==> config.mk <==
export PLATFORM = sky130hd
export DESIGN_NAME = multitap_key_text_entry
export DESIGN_NICKNAME = d
export VERILOG_FILES = /design/src/hw/rtl/mkte_pkg.sv /design/src/hw/rtl/multitap_key_text_entry.sv /design/src/hw/rtl/mkte_step.sv
export SDC_FILE = /design/constraint.sdc
export NUM_CORES = 1
export LEC_CHECK = 0
export CAP_MARGIN = 10
export CORE_ASPECT_RATIO = 1.25
export CORE_MARGIN = 2
export CORE_UTILIZATION = 55
export CTS_BUF_LIST = sky130_fd_sc_hd__clkbuf_4 sky130_fd_sc_hd__clkbuf_8 sky130_fd_sc_hd__clkbuf_16
export CTS_CLUSTER_DIAMETER = 50
export DETAILED_ROUTE_END_ITERATION = 10
export DONT_BUFFER_PORTS = 1
export GPL_ROUTABILITY_DRIVEN = 0
export GPL_TIMING_DRIVEN = 1
export PLACE_DENSITY_LB_ADDON = 0.25
export RECOVER_POWER = 50
export SETUP_SLACK_MARGIN = 0.15
export SLEW_MARGIN = 10
export SYNTH_ARGS = -nofsm -noshare
export SYNTH_HDL_FRONTEND = slang
export SYNTH_SLANG_ARGS = --single-unit
==> constraint.sdc <==
create_clock -name clock -period 5.46 [get_ports clock]
set_input_delay 1.092 -clock clock [delete_from_list [all_inputs] [get_ports clock]]
set_output_delay 1.092 -clock clock [all_outputs]
set_load 0.02 [all_outputs]
==> src/hw/rtl/mkte_pkg.sv <==
package mkte_pkg;

   localparam int KeyW      = 4;
   localparam int TimeW     = 32;
   localparam int EditW     = 2;
   localparam int CharW     = 7;
   localparam int LenW      = 8;
   localparam int WindowW   = 16;
   localparam int BufSizeW  = 9;
   localparam int TapW      = 4;
   localparam int CsrIndexW = 1;
   localparam int CsrDataW  = 16;

   localparam logic [KeyW-1:0] KEY_DIGIT_LIMIT = 4'd10;
   localparam logic [KeyW-1:0] KEY_BACKSPACE   = 4'd10;
   localparam logic [KeyW-1:0] KEY_IDLE        = 4'd11;

   localparam logic [EditW-1:0] EDIT_NONE    = 2'd0;
   localparam logic [EditW-1:0] EDIT_APPEND  = 2'd1;
   localparam logic [EditW-1:0] EDIT_REPLACE = 2'd2;
   localparam logic [EditW-1:0] EDIT_DELETE  = 2'd3;

   localparam logic [CsrIndexW-1:0] CSR_REPEAT_WINDOW = 1'd0;
   localparam logic [CsrIndexW-1:0] CSR_BUFFER_SIZE   = 1'd1;

   localparam logic [WindowW-1:0]  REPEAT_WINDOW_RESET = 16'd1000;
   localparam logic [BufSizeW-1:0] BUFFER_SIZE_RESET   = 9'd32;

   typedef struct packed {
      logic [TapW-1:0]  tap_index;
      logic [TimeW-1:0] last_press_time;
      logic [KeyW-1:0]  last_key;
      logic             after_delete;
      logic [LenW-1:0]  text_len;
   } state_type;

   // Number of characters on each digit key.
   function automatic logic [TapW-1:0] list_len(input logic [KeyW-1:0] key);
      logic [TapW-1:0] len;
      case (key)
         4'd0:    len = 4'd4;
         4'd1:    len = 4'd6;
         4'd7:    len = 4'd9;
         4'd9:    len = 4'd9;
         default: len = 4'd7;
      endcase
      return len;
   endfunction

   // Character at position idx of a digit key's list.
   function automatic logic [CharW-1:0] key_char(input logic [KeyW-1:0] key,
                                                 input logic [TapW-1:0] idx);
      logic [7:0] c;
      c = 8'd0;
      case (key)
         4'd0: begin
            case (idx)
               4'd0: c = ",";  4'd1: c = "*";  4'd2: c = "#";  default: c = "0";
            endcase
         end
         4'd1: begin
            case (idx)
               4'd0: c = "Q";  4'd1: c = "Z";  4'd2: c = "q";  4'd3: c = "z";
               4'd4: c = ".";  default: c = "1";
            endcase
         end
         4'd2: begin
            case (idx)
               4'd0: c = "A";  4'd1: c = "B";  4'd2: c = "C";  4'd3: c = "a";
               4'd4: c = "b";  4'd5: c = "c";  default: c = "2";
            endcase
         end
         4'd3: begin
            case (idx)
               4'd0: c = "D";  4'd1: c = "E";  4'd2: c = "F";  4'd3: c = "d";
               4'd4: c = "e";  4'd5: c = "f";  default: c = "3";
            endcase
         end
         4'd4: begin
            case (idx)
               4'd0: c = "G";  4'd1: c = "H";  4'd2: c = "I";  4'd3: c = "g";
               4'd4: c = "h";  4'd5: c = "i";  default: c = "4";
            endcase
         end
         4'd5: begin
            case (idx)
               4'd0: c = "J";  4'd1: c = "K";  4'd2: c = "L";  4'd3: c = "j";
               4'd4: c = "k";  4'd5: c = "l";  default: c = "5";
            endcase
         end
         4'd6: begin
            case (idx)
               4'd0: c = "M";  4'd1: c = "N";  4'd2: c = "O";  4'd3: c = "m";
               4'd4: c = "n";  4'd5: c = "o";  default: c = "6";
            endcase
         end
         4'd7: begin
            case (idx)
               4'd0: c = "P";  4'd1: c = "Q";  4'd2: c = "R";  4'd3: c = "S";
               4'd4: c = "p";  4'd5: c = "q";  4'd6: c = "r";  4'd7: c = "s";
               default: c = "7";
            endcase
         end
         4'd8: begin
            case (idx)
               4'd0: c = "T";  4'd1: c = "U";  4'd2: c = "V";  4'd3: c = "t";
               4'd4: c = "u";  4'd5: c = "v";  default: c = "8";
            endcase
         end
         4'd9: begin
            case (idx)
               4'd0: c = "W";  4'd1: c = "X";  4'd2: c = "Y";  4'd3: c = "Z";
               4'd4: c = "w";  4'd5: c = "x";  4'd6: c = "y";  4'd7: c = "z";
               default: c = "9";
            endcase
         end
         default: c = 8'd0;
      endcase
      return c[CharW-1:0];
   endfunction

endpackage

==> src/hw/rtl/multitap_key_text_entry.sv <==
// Multi-tap keypad text entry engine.
// The req_ stream carries one key press per transfer: a key code (0-9 digit,
// 10 backspace, anything else no key) and the millisecond tick at the press.
// Every press yields exactly one rsp_ transfer: an edit command in rsp_tuser
// (none, append, replace last, delete last), the character for append or
// replace, and the text length after the edit.
// The csr_ port sets the repeat window in ms and the buffer size; write it
// only while no press is in flight.
// A press passes through the input register and then the response register
// on its way to the matching rsp_ transfer.
// Throughput is one press per cycle while rsp_tready is high; the state update
// of the edit logic is combinational, so consecutive presses never wait on each other.
// When rsp_tready is low the response register holds, the input register
// still fills, and req_tready drops once both are occupied.
// Synchronous reset empties both registers, clears the tracked text length
// and tap state, and restores the default window and buffer size.
module multitap_key_text_entry (
   input  logic        clock,
   input  logic        reset,
   input  logic        req_tvalid,
   output logic        req_tready,
   input  logic [39:0] req_tdata,   // key_code[3:0], now_ms[35:4], zero pad
   output logic        rsp_tvalid,
   input  logic        rsp_tready,
   output logic [15:0] rsp_tdata,   // char_code[6:0], text_length[14:7], zero pad
   output logic [1:0]  rsp_tuser,   // edit[1:0]
   input  logic                               csr_we,
   input  logic [mkte_pkg::CsrIndexW-1:0]     csr_index,
   input  logic [mkte_pkg::CsrDataW-1:0]      csr_wdata
);
   import mkte_pkg::*;

   logic                  in_valid_ff, in_valid_in;
   logic [KeyW-1:0]       in_key_ff, in_key_in;
   logic [TimeW-1:0]      in_time_ff, in_time_in;
   logic                  out_valid_ff, out_valid_in;
   logic [EditW-1:0]      out_edit_ff, out_edit_in;
   logic [CharW-1:0]      out_char_ff, out_char_in;
   logic [LenW-1:0]       out_len_ff, out_len_in;
   state_type             state_ff, state_in;
   logic [WindowW-1:0]    window_ff, window_in;
   logic [BufSizeW-1:0]   bufsize_ff, bufsize_in;

   state_type             step_nxt;
   logic [EditW-1:0]      step_edit;
   logic [CharW-1:0]      step_char;
   logic                  out_free;
   logic                  advance;

   mkte_step u_step (
      .cur              (state_ff),
      .key_code         (in_key_ff),
      .now_ms           (in_time_ff),
      .repeat_window_ms (window_ff),
      .buffer_size      (bufsize_ff),
      .nxt              (step_nxt),
      .edit             (step_edit),
      .char_code        (step_char)
   );

   assign out_free   = !out_valid_ff || rsp_tready;
   assign advance    = in_valid_ff && out_free;
   assign req_tready = !in_valid_ff || out_free;

   assign rsp_tvalid = out_valid_ff;
   assign rsp_tuser  = out_edit_ff;
   assign rsp_tdata  = {1'b0, out_len_ff, out_char_ff};

   always_comb begin
      in_valid_in  = in_valid_ff;
      in_key_in    = in_key_ff;
      in_time_in   = in_time_ff;
      out_valid_in = out_valid_ff;
      out_edit_in  = out_edit_ff;
      out_char_in  = out_char_ff;
      out_len_in   = out_len_ff;
      state_in     = state_ff;
      window_in    = window_ff;
      bufsize_in   = bufsize_ff;

      if (req_tready) begin
         in_valid_in = req_tvalid;
         in_key_in   = req_tdata[KeyW-1:0];
         in_time_in  = req_tdata[KeyW +: TimeW];
      end

      if (out_free) begin
         out_valid_in = in_valid_ff;
      end
      if (advance) begin
         out_edit_in = step_edit;
         out_char_in = step_char;
         out_len_in  = step_nxt.text_len;
         state_in    = step_nxt;
      end

      if (csr_we) begin
         case (csr_index)
            CSR_REPEAT_WINDOW: window_in  = csr_wdata[WindowW-1:0];
            CSR_BUFFER_SIZE:   bufsize_in = csr_wdata[BufSizeW-1:0];
            default: ;
         endcase
      end
   end

   always_ff @(posedge clock) begin
      if (reset) begin
         in_valid_ff  <= 1'b0;
         out_valid_ff <= 1'b0;
         state_ff     <= '{tap_index: '0, last_press_time: '0, last_key: KEY_IDLE,
                           after_delete: 1'b0, text_len: '0};
         window_ff    <= REPEAT_WINDOW_RESET;
         bufsize_ff   <= BUFFER_SIZE_RESET;
      end else begin
         in_valid_ff  <= in_valid_in;
         out_valid_ff <= out_valid_in;
         state_ff     <= state_in;
         window_ff    <= window_in;
         bufsize_ff   <= bufsize_in;
      end
      in_key_ff   <= in_key_in;
      in_time_ff  <= in_time_in;
      out_edit_ff <= out_edit_in;
      out_char_ff <= out_char_in;
      out_len_ff  <= out_len_in;
   end

endmodule

==> src/hw/rtl/mkte_step.sv <==
module mkte_step (
   input  mkte_pkg::state_type                 cur,
   input  logic [mkte_pkg::KeyW-1:0]           key_code,
   input  logic [mkte_pkg::TimeW-1:0]          now_ms,
   input  logic [mkte_pkg::WindowW-1:0]        repeat_window_ms,
   input  logic [mkte_pkg::BufSizeW-1:0]       buffer_size,
   output mkte_pkg::state_type                 nxt,
   output logic [mkte_pkg::EditW-1:0]          edit,
   output logic [mkte_pkg::CharW-1:0]          char_code
);
   import mkte_pkg::*;

   logic [TimeW-1:0]    elapsed;
   logic [BufSizeW-1:0] max_wide;
   logic [LenW-1:0]     max_len;
   logic                fresh;
   logic [TapW:0]       tap_inc;
   logic [TapW-1:0]     tap_next;

   assign elapsed  = now_ms - cur.last_press_time;
   assign max_wide = (buffer_size == '0) ? '0 : buffer_size - BufSizeW'(1);
   assign max_len  = max_wide[BufSizeW-1] ? {LenW{1'b1}} : max_wide[LenW-1:0];
   assign fresh    = (elapsed > TimeW'(repeat_window_ms)) || (key_code != cur.last_key)
                     || cur.after_delete;
   assign tap_inc  = {1'b0, cur.tap_index} + (TapW+1)'(1);
   assign tap_next = (tap_inc >= {1'b0, list_len(key_code)}) ? '0 : tap_inc[TapW-1:0];

   always_comb begin
      nxt       = cur;
      edit      = EDIT_NONE;
      char_code = '0;
      if (key_code == KEY_BACKSPACE) begin
         if (cur.text_len != '0) begin
            nxt.text_len = cur.text_len - LenW'(1);
            edit         = EDIT_DELETE;
         end
         nxt.tap_index    = '0;
         nxt.after_delete = 1'b1;
      end else if (key_code < KEY_DIGIT_LIMIT) begin
         if (fresh) begin
            nxt.tap_index    = '0;
            nxt.after_delete = 1'b0;
            if (cur.text_len < max_len) begin
               char_code    = key_char(key_code, '0);
               nxt.text_len = cur.text_len + LenW'(1);
               edit         = EDIT_APPEND;
            end
         end else begin
            nxt.tap_index = tap_next;
            if (cur.text_len != '0) begin
               char_code = key_char(key_code, tap_next);
               edit      = EDIT_REPLACE;
            end
         end
         nxt.last_press_time = now_ms;
         nxt.last_key        = key_code;
      end
   end

endmodule
== Word level (Yosys, flattened, before mapping) ==
Memory sizes are Yosys's and may differ from the RTL's.
Index checks and enable logic that the tools add are counted.

* Add/sub/neg operators: 5
* Magnitude comparators: 4
* Equality and inequality tests: 16
* Multiplexer cells: 32
* Bitwise operators: 3
* Reductions and logical operators: 20

{| class="wikitable"
|+ Operator list
! operator !! count
|-
| $pmux 7 s6 || 6
|-
| $pmux 7 s10 || 2
|-
| $mux 49 || 1
|-
| $mux 7 || 5
|-
| $pmux 7 s5 || 1
|-
| $gt 32x16->1 || 1
|-
| $sub 32x32->32 || 1
|-
| $mux 9 || 3
|-
| $eq 4x3->1 const B || 6
|-
| $mux 8 || 3
|-
| $eq 4x2->1 const B || 4
|-
| $pmux 5 s3 || 1
|-
| $eq 4x4->1 const B || 3
|-
| $mux 4 || 3
|-
| $pmux 4 s3 || 1
|-
| $mux 2 || 5
|-
| $logic_not 9->1 || 1
|-
| $sub 9x1->9 const B || 1
|-
| $add 8x1->8 const B || 1
|-
| $eq 4x1->1 const B || 2
|-
| $logic_not 4->1 || 2
|-
| $lt 8x8->1 || 1
|-
| $reduce_bool 8->1 || 1
|-
| $sub 8x1->8 const B || 1
|-
| other kinds (13) || 24
|}

* Register bits after elaboration: 129
* Bits in read-only memories: 64
* Input bits: 62
* Output and inout bits: 20
* Logic and storage cells: 96
* Memories: 2

{| class="wikitable"
|+ Memories
! name !! words !! bits a word !! read ports !! clocked after memory_dff !! write ports !! line !! text
|-
| (no name shown) || 8 || 5 || 1 || 0 || 0 || mkte_pkg.sv:111 || <nowiki>case (idx)</nowiki>
|-
| (no name shown) || 8 || 3 || 1 || 0 || 0 || mkte_pkg.sv:98 || <nowiki>case (idx)</nowiki>
|}

== Logic depth before layout (Yosys ltp) ==
Gate-level depths: netlist of run 1.

* Depth in word-level cells: 10
* Depth in mapped cells: 22
* Mapped depth without buffers: 21

== By module ==
Synthesis of run 1 repeated with hierarchy kept, for this count alone.

* Cell total of the unflattened synthesis: 1128
* Area total of the unflattened synthesis: 9542.9 µm²

{| class="wikitable"
|+ By module, submodules not included
! module !! instances !! cells an instance !! area an instance (µm²) !! seq. area each (µm²)
|-
| multitap_key_text_entry || 1 || 389 || 4838.4 || 3113.0
|-
| mkte_step || 1 || 739 || 4704.5 || 0.0
|}

== Worst setup path before layout of run 1 ==
OpenSTA, ideal clock, no wires.

* Path kind: register -> register
* Start: register in_time_ff[0]
* End: register out_len_ff[1] (data pin)
* Setup time: 258 ps
* Data arrival time: 4164 ps
* Required time: 5202 ps
* Path slack: 1038 ps
* Cell stages (with the launch flop): 20
* Path buffers: 0
* Clock period less this slack: 4422 ps
* Cells stage by stage: edfxtp_1 inv_1 ha_1 inv_1 fa_1 a21o_1 a221oi_2 o22ai_1 or2_2 xor2_1 ha_1 a21o_1 a21oi_1 nand2_1 o21a_1 nor4_4 nand4_2 and3_1 mux2_2 o221a_1

{| class="wikitable"
|+ RTL lines
! what !! line !! text
|-
| from (decl) || multitap_key_text_entry.sv:35 || <nowiki>logic [TimeW-1:0] in_time_ff, in_time_in;</nowiki>
|-
| from (signal assigned) || multitap_key_text_entry.sv:122 || <nowiki>in_time_ff <= in_time_in;</nowiki>
|-
| to (signal assigned) || multitap_key_text_entry.sv:125 || <nowiki>out_len_ff <= out_len_in;</nowiki>
|-
| to (decl) || multitap_key_text_entry.sv:39 || <nowiki>logic [LenW-1:0] out_len_ff, out_len_in;</nowiki>
|}

==> impl_metrics.json, run 1 <==
{
  "status": "finished, violations left",
  "violations": "max-capacitance violations, max-slew violations",
  "finalSetupViolations": 0,
  "start_util_pct": 55.8,
  "numCtsBuffers": 17,
  "clock_latency_ns": 0.42,
  "min_from": "state_ff[26]",
  "path_buf_inv": 2,
  "worst_hold_path.endpoint": "state_ff[26]",
  "powerDensity_nw_per_um2": 297,
  "ys_seq_elements": 129,
  "yosysUniqueCellTypes": 92,
  "postRouteAntennaNets": 0,
  "hold_viol": 0,
  "crit_chain": "inv_1, ha_1, inv_1, fa_1, a21o_1, a221oi_2, o22ai_1, or2_2, xor2_1, ha_1, a21o_1, a21oi_1, nand2_1, o21a_1, nor4_4, nand4_2, and3_1, mux2_2, o221a_1",
  "syn_to_final_growth_pct": 8.46,
  "design.core.area_um2": 15400,
  "fin_area_um2": 9350,
  "synth_top_cell_by_area": "edfxtp_1",
  "skew_ns": 0.0110,
  "finalNonFillerCells": 1253,
  "arrival_ns": 4.96,
  "clock_sinks": 129,
  "syn-num-nets": 1177,
  "route.detailed.drc": 0,
  "syn_inst": 1052,
  "whs_ns": 0.450,
  "syn_area_um2": 8620,
  "relSlewSlack_pct": -44.4,
  "htree_levels": 4,
  "timing.rr.start": "in_time_ff[0]",
  "rows": 51,
  "drt_iter0_markers": 676,
  "cts_tree": "built",
  "rsz0062_at_grt": "no",
  "die_area_um2": 16700,
  "tightestPinTransition_ns": 2.17,
  "wirelength_um": 20200,
  "firstDrtPassIters": 5,
  "hold_path_depth": 2,
  "slowest_delay_ns": 0.41,
  "gr-total-overflow": 0,
  "synth_edf_count": 53,
  "fin_crit_sh_pct": 87.8,
  "regToRegEndpoint": "out_len_ff[1]",
  "cts-resized-gates": 0,
  "nNetsFinal": 1153,
  "place_hpwl_um": 14600,
  "grt_pass1_wl_um": 33400,
  "critPathRequiredTime_ns": 5.63,
  "ir_drop_v": 0.000200,
  "ioPinCount": 82,
  "critPathKind": "reg -> reg",
  "drv_slew": 37,
  "via_per_inst": 6.00,
  "clk_path_buf_depth": 2,
  "grt_max_degree": 81,
  "die_y_um": 144,
  "cp_num_cells": 19,
  "postCtsSetupRepairBufs": 0,
  "placed_area_um2": 8740,
  "syn_avg_cell_area_um2": 8.20,
  "tns_ns": 0,
  "fmax_mhz": 209,
  "crit_fanout": 4,
  "synth_warnings": 0,
  "antenna_found_initial": 0,
  "critical_path.endpoint_type": "flop",
  "holdBufCountCts": 0,
  "p_leak_nw": 3.62,
  "path_clk_slew_ns": 0.06,
  "yosys.area.top_type_share_pct": 18.5,
  "maxCapViolCount": 1,
  "vias": 7520,
  "critPathSlowestCell": "fa_1",
  "die_w_um": 116,
  "cts-root-buf": "clkbuf_16",
  "path_delay_family": "compound AO/OA/AOI/OAI gates",
  "hold_path_class": "reg -> reg",
  "drive_above_1_share_pct": 6.34,
  "dpl.cell_count": 1221,
  "finalCriticalPeriod_ns": 4.79,
  "grtUsageTotal_pct": 25.3,
  "grt_pass1_vias": 7021,
  "r2r_slack_ns": 0.67,
  "cp-start-kind": "flop",
  "wl_per_cell_um": 16.1,
  "synth_area_leaders": "edfxtp_1 (18%), dfxtp_1 (18%), ha_1 (9.0%)",
  "r2r_cells": 19,
  "port_buffers": 0,
  "async_flop_share_pct": 0,
  "yosysSeqAreaShare_pct": 36.1,
  "ys.flop_type": "dfxtp_1",
  "antenna_cells": 0
}
cell usage in the layout, fill, tap and decap left out, drive strengths merged, types with 13 or more instances in the layout:
master    n
dfxtp    76
edfxtp   53
nor3     27
o21ai    52
nor2     64
inv      69
xor2     13
ha       62
nand2   176
clkbuf   23
nand3    17
xnor2    21
or3      13
nand4    18
a21oi   124
final cells by class:
| cell class | instances | area [um2] |
|---|---|---|
| Fill cell | 1414 | 6090 |
| Tap cell | 212 | 265 |
| Sequential cell | 129 | 3110 |
| Clock inverter | 12 | 154 |
| Timing Repair Buffer | 13 | 86.3 |
| Multi-Input combinational cell | 797 | 4990 |
| Clock buffer | 20 | 478 |
| Inverter | 70 | 263 |
per-stage QoR:
stage / util, % / power (mW) / worst slack (ns)
after floorplan: - / 1.50 / 1.04
after global placement: 56.6 / 1.58 / 0.739
after detailed placement: 56.6 / 1.59 / 0.680
after CTS: 60.7 / 2.79 / 0.637
after global routing: 60.6 / 2.91 / 0.294
final: 60.6 / 2.78 / 0.666
sequential cells by signal, summed over array words and instances (netlist names):
signal and flops:
window_ff 16, in_time_ff 32, rsp_tuser 2, in_valid_ff 1, bufsize_ff 9, rsp_tvalid 1
in_key_ff 4, state_ff 49, out_char_ff 7, out_len_ff 8
cell families after synthesis:
kind of cell	after synthesis	share of synthesized area [%]
adders and majority gates	65	9.46
and+or+nand+nor	378	20.8
other	1	0.0435
buffers and inverters	126	6.04
DFF	129	36.1
muxes	5	0.609
AOI/OAI and AO/OA	314	23.5
xor gates and xnor gates	34	3.45
synth_stat cells, types with 6 or more instances:
cell      count
nand2b_1     11
buf_2         7
inv_1        68
o21bai_1      7
or3_1        12
a31oi_1      12
xor2_1       13
xnor2_1      21
nor2b_1      12
a21o_1       12
edfxtp_1     53
clkbuf_1     35
nand4_1      17
dfxtp_1      76
ha_1         62
nand3_1      16
o22ai_1       8
a22oi_1       6
a32oi_1       6
a211oi_1      7
a21oi_1     123
nor4_1        6
o21a_1       12
o31ai_1       6
o21ai_0      51
nand2_1     176
buf_1         7
a211o_1       9
nor3_1       26
nor2_1       64
worst reg2reg max path, stage by stage (launching register included):
cell,delay (ns)
edfxtp_1,0.39
inv_1,0.07
ha_1,0.18
inv_1,0.06
fa_1,0.41
a21o_1,0.21
a221oi_2,0.28
o22ai_1,0.20
or2_2,0.35
xor2_1,0.16
ha_1,0.30
a21o_1,0.16
a21oi_1,0.18
nand2_1,0.07
o21a_1,0.20
nor4_4,0.30
nand4_2,0.24
and3_1,0.28
mux2_2,0.26
o221a_1,0.22
worst max-delay path by stage:
stage	to	startpoint
after floorplan	out_len_ff[1]	in_time_ff[0]
after global placement	out_len_ff[1]	in_time_ff[0]
after detailed placement	out_len_ff[1]	in_time_ff[0]
after CTS	out_len_ff[1]	in_time_ff[0]
after global routing	out_len_ff[7]	in_time_ff[0]
final	out_len_ff[1]	in_time_ff[0]
routing by layer:
metal / share of wire, % / vias to the layer above / wire (um) / GRT usage (%)
met4: 2.5 / 0 / 501 / 11.1
met1: 43 / 3520 / 8650 / 31.2
li1: - / 3744 / - / -
met2: 50 / 218 / 10100 / 43.5
met5: 0 / - / 0 / 0
met3: 4.6 / 38 / 933 / 4.27
report_power, final:
group,internal (mW),leakage (nW),switching [mW]
Sequential,1.05,1.16,0.0404
Combinational,0.195,2.15,0.290
Clock,0.769,0.305,0.432
Total,2.02,3.62,0.762
(Power assumes the default switching activity.)
==> run 2: changes to the inputs <==
==> constraint.sdc (replaced) <==
create_clock -name clock -period 4.9 [get_ports clock]
set_input_delay 0.98 -clock clock [delete_from_list [all_inputs] [get_ports clock]]
set_output_delay 0.98 -clock clock [all_outputs]
set_load 0.02 [all_outputs]
==> impl_metrics.json, run 2 (synthesis results as in run 1) <==
{
  "skew_ns": 0.00683,
  "nNetsFinal": 1163,
  "grtUsageTotal_pct": 25.1,
  "vias": 7582,
  "htree_levels": 4,
  "powerDensity_nw_per_um2": 338,
  "ioPinCount": 82,
  "critPathSlowestCell": "fa_1",
  "die_y_um": 144,
  "rsz0062_at_grt": "yes",
  "arrival_ns": 4.79,
  "preCtsSetupSlack_ns": 0.0990,
  "die_w_um": 116,
  "drive_above_1_share_pct": 7.80,
  "holdBufCountCts": 0,
  "cts_tree": "built",
  "clock_sinks": 129,
  "crit_chain": "inv_1, ha_1, inv_1, fa_1, a21o_1, a221oi_2, o22ai_1, or2_2, xor2_1, ha_1, a21o_1, a21oi_1, nand2_1, o21a_1, nor4_4, nand4_4, and3_4, mux2_2, o221a_1",
  "fmax_mhz": 217,
  "cp-start-kind": "flop",
  "largest_reg_flops": 49,
  "met3_wirelength_um": 958,
  "finalCriticalPeriod_ns": 4.61,
  "port_buffers": 0,
  "crit_fanout": 6,
  "grt_pass1_wl_um": 33200,
  "antenna_found_initial": 0,
  "status": "finished, violations left",
  "finish.utilization_pct": 61.7,
  "most-common-layout-cells": "nand2_1 (176), a21oi_1 (122), dfxtp_1 (76), inv_1 (68), nor2_1 (64)",
  "via_per_inst": 6.00,
  "hold_viol": 0,
  "wl_met2_um": 10300,
  "largestRegisters": "state_ff x49, in_time_ff x32, window_ff x16",
  "finalNonFillerCells": 1263,
  "firstDrtPassIters": 5,
  "maxCapViolCount": 1,
  "wirelength_um": 20400,
  "drt_iter0_markers": 566,
  "numCtsBuffers": 17,
  "tns_ns": 0,
  "start_util_pct": 55.8,
  "finalWorstSetupSlack_ns": 0.286,
  "path_buf_inv": 2,
  "hold_path_class": "reg -> reg",
  "path_delay_family": "compound AO/OA/AOI/OAI gates",
  "top_layer_used": "met4",
  "dpl.cell_count": 1230,
  "syn_to_final_growth_pct": 10.4,
  "fin_crit_sh_pct": 94.2,
  "finalSetupViolations": 0,
  "slowest_delay_ns": 0.40,
  "clk_path_buf_depth": 2,
  "postRouteAntennaNets": 0,
  "design.core.area_um2": 15400,
  "largest-register": "state_ff",
  "wl_per_cell_um": 16.2,
  "ir_drop_v": 0.000212,
  "gr-total-overflow": 0,
  "violations": "max-capacitance violations, max-slew violations",
  "p_leak_nw": 3.69,
  "relSlewSlack_pct": -43.6,
  "cts-root-buf": "clkbuf_16",
  "rows": 51,
  "critPathKind": "reg -> reg",
  "route.detailed.drc": 0,
  "tightestPinTransition_ns": 2.15,
  "antenna_cells": 0,
  "layout_commonest_cell": "nand2_1",
  "critPathRequiredTime_ns": 5.08,
  "drv_slew": 37,
  "clock_latency_ns": 0.43,
  "path_clk_slew_ns": 0.06,
  "place_hpwl_um": 14500,
  "grt_max_degree": 81,
  "critical_path.endpoint_type": "flop",
  "grt_pass1_vias": 6913,
  "drt-met1-wl_um": 8610,
  "die_area_um2": 16700
}
## run 2: final timing paths
| check | startpoint | to | slack [ns] | cells after the start |
|---|---|---|---|---|
| hold / removal | state_ff[34] | state_ff[34] | 0.45 | 2 |
| setup / recovery | in_time_ff[0] | out_len_ff[1] | 0.29 | 19 |
| setup reg to reg | in_time_ff[0] | out_len_ff[1] | 0.29 | 19 |
| hold reg to reg | state_ff[34] | state_ff[34] | 0.45 | 2 |
## run 2: worst reg2reg max path, cell delays in order, from the launching register on
cell and delay, ns:
edfxtp_1 0.38, inv_1 0.07, ha_1 0.18, inv_1 0.06, fa_1 0.40, a21o_1 0.21
a221oi_2 0.27, o22ai_1 0.14, or2_2 0.33, xor2_1 0.15, ha_1 0.30, a21o_1 0.16
a21oi_1 0.20, nand2_1 0.08, o21a_1 0.21, nor4_4 0.30, nand4_4 0.21, and3_4 0.26
mux2_2 0.25, o221a_1 0.23
## run 2: per-stage QoR
step | cell area (um2) | power, mW | hold WS, ns
CTS | 9500 | 3.23 | 0.449
floorplan | 8620 | 1.67 | 0.436
finish | 9520 | 3.22 | 0.447
detailed placement | 8800 | 1.78 | 0.440
global placement | 8800 | 1.77 | 0.436
global route | 9520 | 3.35 | 0.458
## run 2: repair_timing
action                     in CTS  in global routing
resized for setup               2                  6
pin swaps                       0                  1
setup endpoints to repair       1                 14
buffers inserted                0                  1
## run 2: cell type report
class	instances	area, um2
Fill cell	1363	5920
Multi-Input combinational cell	797	5040
Sequential cell	129	3110
Clock buffer	20	478
Tap cell	212	265
Inverter	70	263
Clock inverter	12	201
Timing Repair Buffer	23	165
## run 2: layer usage
| layer | global-route usage [%] | vias up |
|---|---|---|
| li1 | - | 3771 |
| met1 | 30.6 | 3518 |
| met2 | 42.4 | 244 |
| met3 | 4.99 | 49 |
| met4 | 11.9 | 0 |
| met5 | 0 | - |
## run 2: report_power, final
| part | total (mW) | switching, mW | leakage (nW) | internal, mW |
|---|---|---|---|---|
| Clock | 1.44 | 0.481 | 0.329 | 0.961 |
| Sequential | 1.22 | 0.0473 | 1.16 | 1.17 |
| Combinational | 0.552 | 0.328 | 2.20 | 0.224 |
